### src/rtl/amsc_pkg.sv
// ----------------------------------------------------------------------------
// amsc_pkg: shared types and constants of the ADC moving average scaler
// Widths of the smoothing path, the scaling datapath and the iterative divider,
// the configuration register indexes and the word types of all channels.
// ----------------------------------------------------------------------------
package amsc_pkg;

  // Configuration of the build
  localparam int MAX_WINDOW  = 16;
  localparam int SAMPLE_BITS = 12;

  // Fixed widths of the words and registers
  localparam int STAMP_W    = 32;
  localparam int VALUE_W    = 32;
  localparam int CFG_DATA_W = 32;
  localparam int CFG_IDX_W  = 3;
  localparam int WIN_CFG_W  = 5;

  // Smoothing path widths
  localparam int SLOT_W = (MAX_WINDOW > 1) ? $clog2(MAX_WINDOW) : 1;
  localparam int CNT_W  = $clog2(MAX_WINDOW + 1);
  localparam int SUM_W  = $clog2(MAX_WINDOW * ((1 << SAMPLE_BITS) - 1) + 1);

  // Scaling datapath widths
  // RMC_W holds raw_min * count and |raw_max - raw_min| * count
  localparam int RMC_W = SAMPLE_BITS + CNT_W;
  localparam int D1_W  = ((SUM_W > RMC_W) ? SUM_W : RMC_W) + 1;
  localparam int DV_W  = VALUE_W + 1;
  localparam int PRD_W = D1_W + DV_W;
  localparam int MAG_W = D1_W + VALUE_W - 1;

  // Divider: quotient bits retired per cycle and iteration count
  localparam int DIV_STEPS = 2;
  localparam int DIV_W     = ((MAG_W + DIV_STEPS - 1) / DIV_STEPS) * DIV_STEPS;
  localparam int DIV_ITER  = DIV_W / DIV_STEPS;
  localparam int ITER_W    = $clog2(DIV_ITER + 1);
  localparam int RES_W     = DIV_W + 2;

  // Queue between front and back
  localparam int QUEUE_DEPTH = 2;
  localparam int QPTR_W      = (QUEUE_DEPTH > 1) ? $clog2(QUEUE_DEPTH) : 1;
  localparam int QCNT_W      = $clog2(QUEUE_DEPTH + 1);

  // Configuration register indexes
  typedef enum logic [CFG_IDX_W-1:0] {
    REG_RAW_MIN   = 3'd0,
    REG_RAW_MAX   = 3'd1,
    REG_VALUE_MIN = 3'd2,
    REG_VALUE_MAX = 3'd3,
    REG_WINDOW    = 3'd4
  } cfg_reg_e;

  // Input word
  typedef struct packed {
    logic [SAMPLE_BITS-1:0] raw_sample;
    logic [STAMP_W-1:0]     stamp_in;
  } amsc_in_t;

  // Output word
  typedef struct packed {
    logic signed [VALUE_W-1:0] scaled_value;
    logic [STAMP_W-1:0]        stamp_out;
  } amsc_out_t;

  // Job handed from the front to the back
  typedef struct packed {
    logic [SUM_W-1:0]   sum;
    logic [CNT_W-1:0]   cnt;
    logic [STAMP_W-1:0] stamp;
  } amsc_job_t;

  // Calibration settings seen by the back
  typedef struct packed {
    logic [SAMPLE_BITS-1:0]    raw_min;
    logic [SAMPLE_BITS-1:0]    raw_max;
    logic signed [VALUE_W-1:0] value_min;
    logic signed [VALUE_W-1:0] value_max;
  } amsc_cal_t;

endpackage

### src/rtl/amsc_ram.sv
// ----------------------------------------------------------------------------
// amsc_ram: generic single-write, single-read RAM
// One write port and one read port; read data is registered.
// ----------------------------------------------------------------------------
module amsc_ram #(
  parameter int WIDTH = 12,
  parameter int DEPTH = 16
) (
  input  logic                                      clk_i,
  input  logic                                      we_i,
  input  logic [((DEPTH > 1) ? $clog2(DEPTH) : 1)-1:0] waddr_i,
  input  logic [WIDTH-1:0]                          wdata_i,
  input  logic                                      re_i,
  input  logic [((DEPTH > 1) ? $clog2(DEPTH) : 1)-1:0] raddr_i,
  output logic [WIDTH-1:0]                          rdata_o
);

  logic [WIDTH-1:0] mem_q [DEPTH];
  logic [WIDTH-1:0] rdata_q;

  // Write and registered read
  always_ff @(posedge clk_i) begin
    if (we_i) begin
      mem_q[waddr_i] <= wdata_i;
    end
    if (re_i) begin
      rdata_q <= mem_q[raddr_i];
    end
  end

  assign rdata_o = rdata_q;

endmodule

### src/rtl/amsc_front.sv
// ----------------------------------------------------------------------------
// amsc_front: sample intake and running window total
// Accepts sample words, keeps the sample ring, slot, fill count and running
// total, and pushes one job (total, count, stamp) per word into the queue.
// ----------------------------------------------------------------------------
module amsc_front (
  input  logic                    clk_i,
  input  logic                    rst_ni,
  input  logic [amsc_pkg::CNT_W-1:0] win_i,
  input  logic                    clear_i,
  input  logic                    in_valid_i,
  output logic                    in_ready_o,
  input  amsc_pkg::amsc_in_t      in_data_i,
  input  logic                    q_full_i,
  output logic                    q_push_o,
  output amsc_pkg::amsc_job_t     q_job_o
);
  import amsc_pkg::*;

  typedef enum logic [1:0] {
    F_IDLE   = 2'b01,
    F_UPDATE = 2'b10
  } front_state_e;

  front_state_e state_q, state_d;
  logic [SLOT_W-1:0]      slot_q, slot_d;
  logic [CNT_W-1:0]       cnt_q, cnt_d;
  logic [SUM_W-1:0]       total_q, total_d;
  logic [SAMPLE_BITS-1:0] sample_q;
  logic [STAMP_W-1:0]     stamp_q;
  logic [SAMPLE_BITS-1:0] old_sample;
  logic                   accept;
  logic                   multi;
  logic [CNT_W:0]         slot_inc;

  assign multi      = (win_i > CNT_W'(1));
  assign in_ready_o = (state_q == F_IDLE) && !q_full_i;
  assign accept     = in_valid_i && in_ready_o;
  assign slot_inc   = (CNT_W + 1)'(slot_q) + (CNT_W + 1)'(1);

  // Sample ring; the oldest entry is read while the word is accepted
  amsc_ram #(
    .WIDTH (SAMPLE_BITS),
    .DEPTH (MAX_WINDOW)
  ) u_ring (
    .clk_i   (clk_i),
    .we_i    (state_q == F_UPDATE),
    .waddr_i (slot_q),
    .wdata_i (sample_q),
    .re_i    (accept && multi),
    .raddr_i (slot_q),
    .rdata_o (old_sample)
  );

  // Next state of the window bookkeeping
  always_comb begin
    state_d = state_q;
    slot_d  = slot_q;
    cnt_d   = cnt_q;
    total_d = total_q;
    case (state_q)
      F_IDLE: begin
        if (accept && multi) begin
          state_d = F_UPDATE;
        end
      end
      F_UPDATE: begin
        state_d = F_IDLE;
        if (cnt_q >= win_i) begin
          total_d = total_q - SUM_W'(old_sample) + SUM_W'(sample_q);
        end else begin
          total_d = total_q + SUM_W'(sample_q);
          cnt_d   = cnt_q + CNT_W'(1);
        end
        if (slot_inc >= (CNT_W + 1)'(win_i)) begin
          slot_d = '0;
        end else begin
          slot_d = slot_inc[SLOT_W-1:0];
        end
      end
      default: begin
        state_d = F_IDLE;
      end
    endcase
    if (clear_i) begin
      slot_d  = '0;
      cnt_d   = '0;
      total_d = '0;
    end
  end

  // Push a job: at once for a window of one, after the ring update otherwise
  always_comb begin
    if (state_q == F_UPDATE) begin
      q_push_o      = 1'b1;
      q_job_o.sum   = total_d;
      q_job_o.cnt   = cnt_d;
      q_job_o.stamp = stamp_q;
    end else begin
      q_push_o      = accept && !multi;
      q_job_o.sum   = SUM_W'(in_data_i.raw_sample);
      q_job_o.cnt   = CNT_W'(1);
      q_job_o.stamp = in_data_i.stamp_in;
    end
  end

  // Control state
  always_ff @(posedge clk_i or negedge rst_ni) begin
    if (!rst_ni) begin
      state_q <= F_IDLE;
      slot_q  <= '0;
      cnt_q   <= '0;
      total_q <= '0;
    end else begin
      state_q <= state_d;
      slot_q  <= slot_d;
      cnt_q   <= cnt_d;
      total_q <= total_d;
    end
  end

  // Hold the accepted word for the ring update
  always_ff @(posedge clk_i) begin
    if (accept) begin
      sample_q <= in_data_i.raw_sample;
      stamp_q  <= in_data_i.stamp_in;
    end
  end

`ifndef SYNTHESIS
  a_cnt_in_window: assert property (@(posedge clk_i) disable iff (!rst_ni)
    cnt_q <= win_i)
    else $error("fill count exceeds window");
  a_slot_in_window: assert property (@(posedge clk_i) disable iff (!rst_ni)
    multi |-> (CNT_W + 1)'(slot_q) < (CNT_W + 1)'(win_i))
    else $error("write slot outside window");
`endif

endmodule

### src/rtl/amsc_fifo.sv
// ----------------------------------------------------------------------------
// amsc_fifo: job queue between front and back
// Small register queue that lets the front and the back stall independently.
// ----------------------------------------------------------------------------
module amsc_fifo (
  input  logic                clk_i,
  input  logic                rst_ni,
  input  logic                push_i,
  input  amsc_pkg::amsc_job_t job_i,
  output logic                full_o,
  input  logic                pop_i,
  output logic                valid_o,
  output amsc_pkg::amsc_job_t job_o
);
  import amsc_pkg::*;

  amsc_job_t          entry_q [QUEUE_DEPTH];
  logic [QPTR_W-1:0]  wptr_q, rptr_q;
  logic [QCNT_W-1:0]  fill_q;

  assign full_o  = (fill_q == QCNT_W'(QUEUE_DEPTH));
  assign valid_o = (fill_q != '0);
  assign job_o   = entry_q[rptr_q];

  // Store pushed jobs
  always_ff @(posedge clk_i) begin
    if (push_i) begin
      entry_q[wptr_q] <= job_i;
    end
  end

  // Advance pointers and fill level
  always_ff @(posedge clk_i or negedge rst_ni) begin
    if (!rst_ni) begin
      wptr_q <= '0;
      rptr_q <= '0;
      fill_q <= '0;
    end else begin
      if (push_i) begin
        wptr_q <= (wptr_q == QPTR_W'(QUEUE_DEPTH - 1)) ? '0 : wptr_q + QPTR_W'(1);
      end
      if (pop_i) begin
        rptr_q <= (rptr_q == QPTR_W'(QUEUE_DEPTH - 1)) ? '0 : rptr_q + QPTR_W'(1);
      end
      if (push_i && !pop_i) begin
        fill_q <= fill_q + QCNT_W'(1);
      end else if (pop_i && !push_i) begin
        fill_q <= fill_q - QCNT_W'(1);
      end
    end
  end

`ifndef SYNTHESIS
  a_no_overflow: assert property (@(posedge clk_i) disable iff (!rst_ni)
    push_i |-> !full_o)
    else $error("push into full queue");
  a_no_underflow: assert property (@(posedge clk_i) disable iff (!rst_ni)
    pop_i |-> valid_o)
    else $error("pop from empty queue");
`endif

endmodule

### src/rtl/amsc_back.sv
// ----------------------------------------------------------------------------
// amsc_back: linear calibration with iterative divide
// Forms numerator and denominator of the mapping, divides with a restoring
// divider retiring DIV_STEPS quotient bits a cycle, saturates and holds the
// result word in the output register.
// ----------------------------------------------------------------------------
module amsc_back (
  input  logic                clk_i,
  input  logic                rst_ni,
  input  amsc_pkg::amsc_cal_t cal_i,
  input  logic                q_valid_i,
  input  amsc_pkg::amsc_job_t q_job_i,
  output logic                q_pop_o,
  output logic                out_valid_o,
  input  logic                out_ready_i,
  output amsc_pkg::amsc_out_t out_data_o
);
  import amsc_pkg::*;

  typedef enum logic [3:0] {
    B_IDLE = 4'b0001,
    B_MUL  = 4'b0010,
    B_DIV  = 4'b0100,
    B_DONE = 4'b1000
  } back_state_e;

  back_state_e state_q, state_d;
  logic [ITER_W-1:0]        iter_q, iter_d;
  logic                     out_valid_q, out_valid_d;
  amsc_out_t                out_q;

  // Payload registers
  logic signed [D1_W-1:0]   d1_q;
  logic signed [DV_W-1:0]   dv_q;
  logic [RMC_W-1:0]         den_q;
  logic                     dneg_q;
  logic                     eq_q;
  logic                     neg_q;
  logic [STAMP_W-1:0]       stamp_q;
  logic [DIV_W-1:0]         dvd_q, dvd_n;
  logic [RMC_W-1:0]         rem_q, rem_n;

  // Setup terms
  logic [RMC_W-1:0]           rmin_c;
  logic signed [D1_W-1:0]     d1;
  logic signed [SAMPLE_BITS:0] dr;
  logic [SAMPLE_BITS-1:0]     dr_mag;
  logic [RMC_W-1:0]           den;
  logic signed [DV_W-1:0]     dv;

  // Multiply terms
  logic signed [PRD_W-1:0]  prod;
  logic [PRD_W-1:0]         prod_mag;

  // Divide step
  logic [RMC_W:0]           trial;

  // Final terms
  logic signed [RES_W-1:0]  q_ext;
  logic signed [RES_W-1:0]  q_sgn;
  logic signed [RES_W-1:0]  res;
  logic signed [RES_W-1:0]  sat_hi;
  logic signed [RES_W-1:0]  sat_lo;
  logic signed [VALUE_W-1:0] result;
  logic                     load_out;

  assign q_pop_o     = (state_q == B_IDLE) && q_valid_i;
  assign load_out    = (state_q == B_DONE) && (!out_valid_q || out_ready_i);
  assign out_valid_o = out_valid_q;
  assign out_data_o  = out_q;

  // Offset numerator, denominator magnitude and value span from the queue head
  always_comb begin
    rmin_c = RMC_W'(cal_i.raw_min) * RMC_W'(q_job_i.cnt);
    d1     = $signed(D1_W'(q_job_i.sum)) - $signed(D1_W'(rmin_c));
    dr     = $signed({1'b0, cal_i.raw_max}) - $signed({1'b0, cal_i.raw_min});
    dr_mag = dr[SAMPLE_BITS] ? SAMPLE_BITS'(-dr) : dr[SAMPLE_BITS-1:0];
    den    = RMC_W'(dr_mag) * RMC_W'(q_job_i.cnt);
    dv     = $signed({cal_i.value_max[VALUE_W-1], cal_i.value_max})
           - $signed({cal_i.value_min[VALUE_W-1], cal_i.value_min});
  end

  // Full numerator and its magnitude
  always_comb begin
    prod     = d1_q * dv_q;
    prod_mag = prod[PRD_W-1] ? PRD_W'(-prod) : PRD_W'(prod);
  end

  // Restoring divide, DIV_STEPS quotient bits per cycle
  always_comb begin
    rem_n = rem_q;
    dvd_n = dvd_q;
    trial = '0;
    for (int k = 0; k < DIV_STEPS; k++) begin
      trial = {rem_n, dvd_n[DIV_W-1]};
      dvd_n = {dvd_n[DIV_W-2:0], 1'b0};
      if (trial >= {1'b0, den_q}) begin
        trial    = trial - {1'b0, den_q};
        dvd_n[0] = 1'b1;
      end
      rem_n = trial[RMC_W-1:0];
    end
  end

  // Apply sign, add offset and saturate; equal raw codes give value_min
  always_comb begin
    sat_hi = {{(RES_W - VALUE_W + 1){1'b0}}, {(VALUE_W - 1){1'b1}}};
    sat_lo = {{(RES_W - VALUE_W + 1){1'b1}}, {(VALUE_W - 1){1'b0}}};
    q_ext  = $signed({2'b00, dvd_q});
    q_sgn  = neg_q ? -q_ext : q_ext;
    res    = RES_W'(cal_i.value_min) + q_sgn;
    if (eq_q) begin
      result = cal_i.value_min;
    end else if (res > sat_hi) begin
      result = sat_hi[VALUE_W-1:0];
    end else if (res < sat_lo) begin
      result = sat_lo[VALUE_W-1:0];
    end else begin
      result = res[VALUE_W-1:0];
    end
  end

  // Sequence one job through multiply, divide and output
  always_comb begin
    state_d     = state_q;
    iter_d      = iter_q;
    out_valid_d = out_valid_q;
    if (out_valid_q && out_ready_i) begin
      out_valid_d = 1'b0;
    end
    case (state_q)
      B_IDLE: begin
        if (q_valid_i) begin
          state_d = B_MUL;
        end
      end
      B_MUL: begin
        state_d = B_DIV;
        iter_d  = '0;
      end
      B_DIV: begin
        iter_d = iter_q + ITER_W'(1);
        if (iter_q == ITER_W'(DIV_ITER - 1)) begin
          state_d = B_DONE;
        end
      end
      B_DONE: begin
        if (load_out) begin
          state_d     = B_IDLE;
          out_valid_d = 1'b1;
        end
      end
      default: begin
        state_d = B_IDLE;
      end
    endcase
  end

  // Control state
  always_ff @(posedge clk_i or negedge rst_ni) begin
    if (!rst_ni) begin
      state_q     <= B_IDLE;
      iter_q      <= '0;
      out_valid_q <= 1'b0;
    end else begin
      state_q     <= state_d;
      iter_q      <= iter_d;
      out_valid_q <= out_valid_d;
    end
  end

  // Datapath registers
  always_ff @(posedge clk_i) begin
    if (q_pop_o) begin
      d1_q    <= d1;
      dv_q    <= dv;
      den_q   <= den;
      dneg_q  <= dr[SAMPLE_BITS];
      eq_q    <= (cal_i.raw_max == cal_i.raw_min);
      stamp_q <= q_job_i.stamp;
    end
    if (state_q == B_MUL) begin
      dvd_q <= DIV_W'(prod_mag[MAG_W-1:0]);
      rem_q <= '0;
      neg_q <= prod[PRD_W-1] ^ dneg_q;
    end else if (state_q == B_DIV) begin
      dvd_q <= dvd_n;
      rem_q <= rem_n;
    end
    if (load_out) begin
      out_q.scaled_value <= result;
      out_q.stamp_out    <= stamp_q;
    end
  end

`ifndef SYNTHESIS
  a_rem_below_den: assert property (@(posedge clk_i) disable iff (!rst_ni)
    (state_q == B_DIV && !eq_q) |-> rem_q < den_q)
    else $error("divider remainder not below divisor");
`endif

endmodule

### src/rtl/adc_moving_average_scaler_unit.sv
// A sample word passes the front, the job queue and the back; when averaging, the front
//   first updates the ring and total in its F_UPDATE state before it pushes the job.
// The front may accept further words while the back is busy, up to the queue depth;
//   the divider retires DIV_STEPS quotient bits a cycle and serves one job at a time.
// Reset: clears control state and restores the default calibration and a
//   window of one; the sample ring is not cleared and needs no clearing pass.
// ----------------------------------------------------------------------------
// adc_moving_average_scaler_unit: smoothed, calibrated ADC reading
// Front keeps the moving window total, a small queue decouples it from the
// back, which maps the average linearly into signed Q16.16 with saturation.
// ----------------------------------------------------------------------------
module adc_moving_average_scaler_unit (
  input  logic                                clk_i,
  input  logic                                rst_ni,
  input  logic                                cfg_we_i,
  input  logic [amsc_pkg::CFG_IDX_W-1:0]      cfg_index_i,
  input  logic [amsc_pkg::CFG_DATA_W-1:0]     cfg_wdata_i,
  input  logic                                in_valid_i,
  output logic                                in_ready_o,
  input  amsc_pkg::amsc_in_t                  in_data_i,
  output logic                                out_valid_o,
  input  logic                                out_ready_i,
  output amsc_pkg::amsc_out_t                 out_data_o
);
  import amsc_pkg::*;

  amsc_cal_t              cal_q;
  logic [CNT_W-1:0]       win_q;
  logic [WIN_CFG_W-1:0]   win_wr;
  logic [CNT_W-1:0]       win_d;
  logic                   win_clear;
  logic                   q_push, q_full, q_pop, q_valid;
  amsc_job_t              q_in, q_out;

  // Clamp a written window into one to MAX_WINDOW
  always_comb begin
    win_wr = cfg_wdata_i[WIN_CFG_W-1:0];
    if (win_wr == '0) begin
      win_d = CNT_W'(1);
    end else if (int'(win_wr) > MAX_WINDOW) begin
      win_d = CNT_W'(MAX_WINDOW);
    end else begin
      win_d = CNT_W'(win_wr);
    end
  end

  assign win_clear = cfg_we_i && (cfg_index_i == REG_WINDOW);

  // Configuration registers
  always_ff @(posedge clk_i or negedge rst_ni) begin
    if (!rst_ni) begin
      cal_q.raw_min   <= '0;
      cal_q.raw_max   <= {SAMPLE_BITS{1'b1}};
      cal_q.value_min <= '0;
      cal_q.value_max <= VALUE_W'(65536);
      win_q           <= CNT_W'(1);
    end else if (cfg_we_i) begin
      case (cfg_index_i)
        REG_RAW_MIN:   cal_q.raw_min   <= cfg_wdata_i[SAMPLE_BITS-1:0];
        REG_RAW_MAX:   cal_q.raw_max   <= cfg_wdata_i[SAMPLE_BITS-1:0];
        REG_VALUE_MIN: cal_q.value_min <= cfg_wdata_i[VALUE_W-1:0];
        REG_VALUE_MAX: cal_q.value_max <= cfg_wdata_i[VALUE_W-1:0];
        REG_WINDOW:    win_q           <= win_d;
        default: begin
        end
      endcase
    end
  end

  amsc_front u_front (
    .clk_i      (clk_i),
    .rst_ni     (rst_ni),
    .win_i      (win_q),
    .clear_i    (win_clear),
    .in_valid_i (in_valid_i),
    .in_ready_o (in_ready_o),
    .in_data_i  (in_data_i),
    .q_full_i   (q_full),
    .q_push_o   (q_push),
    .q_job_o    (q_in)
  );

  amsc_fifo u_fifo (
    .clk_i   (clk_i),
    .rst_ni  (rst_ni),
    .push_i  (q_push),
    .job_i   (q_in),
    .full_o  (q_full),
    .pop_i   (q_pop),
    .valid_o (q_valid),
    .job_o   (q_out)
  );

  amsc_back u_back (
    .clk_i       (clk_i),
    .rst_ni      (rst_ni),
    .cal_i       (cal_q),
    .q_valid_i   (q_valid),
    .q_job_i     (q_out),
    .q_pop_o     (q_pop),
    .out_valid_o (out_valid_o),
    .out_ready_i (out_ready_i),
    .out_data_o  (out_data_o)
  );

endmodule

### config.mk
export PLATFORM = sky130hd
export DESIGN_NAME = adc_moving_average_scaler_unit
export DESIGN_NICKNAME = d
export VERILOG_FILES = /design/src/rtl/amsc_pkg.sv /design/src/rtl/amsc_ram.sv /design/src/rtl/amsc_front.sv /design/src/rtl/amsc_fifo.sv /design/src/rtl/amsc_back.sv /design/src/rtl/adc_moving_average_scaler_unit.sv
export SDC_FILE = /design/constraint.sdc
export NUM_CORES = 2
export LEC_CHECK = 0
export ABC_AREA = 0
export BUFFER_PORTS_ARGS = -buffer_cell sky130_fd_sc_hd__buf_2
export CORE_UTILIZATION = 50
export DETAILED_ROUTE_END_ITERATION = 10
export PLACE_DENSITY = 0.66
export RECOVER_POWER = 50
export SLEW_MARGIN = 20
export SYNTH_ARGS = -nofsm -noshare
export SYNTH_HDL_FRONTEND = slang
export SYNTH_HIERARCHICAL = 1
export SYNTH_SLANG_ARGS = --single-unit
### constraint.sdc
create_clock -name clk_i -period 15.9 [get_ports clk_i]
set_clock_uncertainty 0.15 [all_clocks]
set_input_delay 0.795 -clock clk_i [delete_from_list [all_inputs] [get_ports clk_i]]
set_output_delay 0.795 -clock clk_i [all_outputs]
set_load 0.02 [all_outputs]
==> results.py <==
metrics = {
    "run_status": {
        "status": "finished, violations left",
        "violations": "max-capacitance violations, max-slew violations",
    },
    "worst_hold_path": {
        "hp-start": "in_data_i[10]",
        "hold_path_class": "input pin to register",
    },
    "cts": {
        "htree_levels": 3,
        "path_clk_slew_ps": 60,
        "cts_tree": "built",
        "cts_resized": 0,
        "cts_sinks": 722,
        "cts_setup_buffers": 0,
        "ctsHoldBuffers": 0,
        "clkLatencyLatePin_ps": 680,
        "clockRootBuffer": "clkbuf_16",
        "cts_buffer_depth": 3,
        "numCtsBuffers": 76,
    },
    "timing": {
        "relSlewSlack": -2.18,
        "setup_viol": 0,
        "slew_violations": 566,
        "tns_ps": 0,
        "fin_crit_ps": 9270,
        "fmax_mhz": 108,
        "finalCritPeriodShare": 0.583,
        "tightest_slew_ps": 4760,
        "hold_viol": 0,
        "rsz0062_at_grt": "false",
    },
    "synthesis": {
        "synth_cell_type_count": 115,
        "yosysSeqAreaShare": 0.329,
        "synth_top_area_cell": "edfxtp_1",
        "synth_nets": 7168,
        "synth_area_per_cell_um2": 10.4,
        "synth_area_um2": 63400,
        "synthTopCellsByArea": "edfxtp_1 (27%), fa_1 (21%), ha_1 (6.9%)",
        "synth_top_area_share": 0.270,
        "ys_ff_latch": 722,
        "synth-main-ff-cell": "edfxtp_1",
        "async_flop_share": 0.186,
        "synthCells": 6073,
        "yosysWarnings": 6,
        "synth_edf_count": 570,
    },
    "routing": {
        "drt_first_pass_iters": 6,
        "avgRoutedWirePerCell_um": 20.7,
        "drtIter0Drc": 3382,
        "via_count": 44600,
        "via_per_inst": 5.68,
        "wl_um": 162000,
        "ant_nets": 0,
        "drc": 0,
    },
    "critical_path": {
        "worstPathRequired_ps": 16050,
        "end_kind": "register",
        "critPathSlowestCell": "clkinv_1",
        "timing.rr.start": "u_back/d1_q[17]",
        "arrival_ps": 9420,
        "critical_path_class": "register to register",
        "slowest_delay_ps": 810,
        "critPathMostFrequentCell": "fa_1",
        "path_cells": "clkinv_1, nor2_1, fa_1, fa_1, fa_1, fa_1, fa_1, inv_1, fa_1, inv_1, ha_1, a21oi_1, o21ai_0, a221oi_1, nor2_1, a211oi_1, nor2_1, xnor2_1, nor4_1, nand4_1, o41ai_1, xor2_1, o21ai_1",
        "setup.worst_path.start_class": "register",
        "cp_max_fo": 27,
        "startpoint": "u_back/d1_q[17]",
    },
    "global_route": {
        "use_met1": 0.347,
        "grt_pass1_vias": 45800,
        "grt_use_met2": 0.432,
        "grt_first_pass_wirelength_um": 258000,
        "antenna_found_initial": 14,
        "grt_max_degree": 98,
        "top_usage_layer": "met2",
        "grt_use_total": 0.259,
        "grt_use_met3": 0.0433,
        "grt-ovfl-total": 0,
    },
    "cells_and_area": {
        "nets": 7231,
        "layout_commonest_cell": "inv_1",
        "final_cells": 7855,
        "fillers": 11000,
        "drive_above_1_share": 0.0729,
        "mostFrequentLayoutCells": "inv_1 (924), nand2_1 (791), fa_1 (660), edfxtp_1 (570), ha_1 (351)",
        "final_core_util": 0.541,
        "syn_to_final_growth_pct": 7.24,
        "final_cell_area_um2": 68000,
    },
    "floorplanning": {
        "start_util": 0.505,
        "fp-row-count": 130,
        "core_area_um2": 126000,
        "die_y_um": 358,
        "pin_count": 150,
        "die_area_um2": 128000,
        "die_w_um": 358,
    },
    "placement": {
        "placedCellCount": 7708,
        "gp_congestion": 0.935,
        "placed_cell_area_um2": 65700,
        "hpwlAfterDp_um": 121000,
        "portBuffers": 149,
    },
    "run": {
        "max_cap_violations": 10,
    },
}
## Yosys cell counts, drive strengths merged, types with 20 or more instances
library cell  instances
inv                 927
nand2               792
fa                  660
edfxtp              570
ha                  351
and2                263
nor2                241
o21ai               234
xnor2               227
a21oi               222
clkbuf              187
mux2                158
dfrtp               118
xor2                 83
a21o                 77
nor3                 69
nand3                62
buf                  50
mux4                 48
nor2b                44
o21a                 44
nand4                43
nand2b               42
a211oi               38
a221o                35
o31ai                32
o21bai               31
a31oi                30
mux2i                29
or3                  28
a22oi                24
nor4                 24
o211ai               24
and3                 20
## state kept, by name, indices dropped and copies added, names as in the netlist, 18 cells and up
name                  flops
u_fifo/entry_q          106
u_back/stamp_q           32
u_back/dv_q              33
u_back/dvd_q             50
u_back/d1_q              18
cal_q                    88
u_front/u_ring/mem_q    192
u_front/stamp_q          32
u_back/out_data_o        64
## area by class of cell
cell class                 instances  area, um^2  area share
clock inverter                    38         480     0.00706
multi-input combinational       4183       37900       0.557
tap                             1650        2060      0.0303
timing repair buffer             222        1140      0.0168
inverter                         931        3500      0.0514
clock buffer                     104        2080      0.0305
sequential                       722       20900       0.307
antenna                            5        12.5    0.000184
## logic make-up (layout without fill, tap and decap cells)
group,after synthesis,count (layout),share of synthesized area
xor+xnor,310,310,0.0428
mux,235,235,0.0534
simple gates,1702,1702,0.128
flops,722,722,0.329
fa+ha+maj,1011,1011,0.278
other cells,0,5,0
compound gates,925,925,0.0968
buf+inv,1168,1295,0.0731
## worst paths after layout
check / end / depth (start not counted) / slack (ps)
setup reg to reg: u_back/dvd_q[45] / 23 / 6630
hold reg to reg: u_back/out_data_o[31] / 0 / 260
min in group asynchronous: cal_q[83] / 1 / 1700
setup / recovery: u_back/dvd_q[45] / 23 / 6630
max in group asynchronous: cal_q[59] / 2 / 9230
hold / removal: u_front/stamp_q[10] / 1 / 160
## stage by stage
stage               setup WS (ps)  hold WS (ps)
detailed placement           6780           256
global route                 5750           130
finish                       6630           158
CTS                          6740          45.7
floorplan                    8160           250
global placement             6870           251
## per-layer routing
| metal | vias to the layer above | share of wire |
|---|---|---|
| li1 | 20500 | - |
| met1 | 22500 | 0.43 |
| met2 | 1341 | 0.48 |
| met3 | 257 | 0.066 |
| met4 | 14 | 0.029 |
| met5 | - | 0.00051 |
## worst max-delay path: cells and delay by family, from the launching register on
family,cells,cell delay (ps)
simple gates,5,1440
compound gates,6,2080
flops,1,500
buf+inv,3,900
fa+ha+maj,7,3450
xor+xnor,2,360
Power is not shown: default switching activity piles up to over one toggle a cycle in this logic, so the estimate is an artifact.
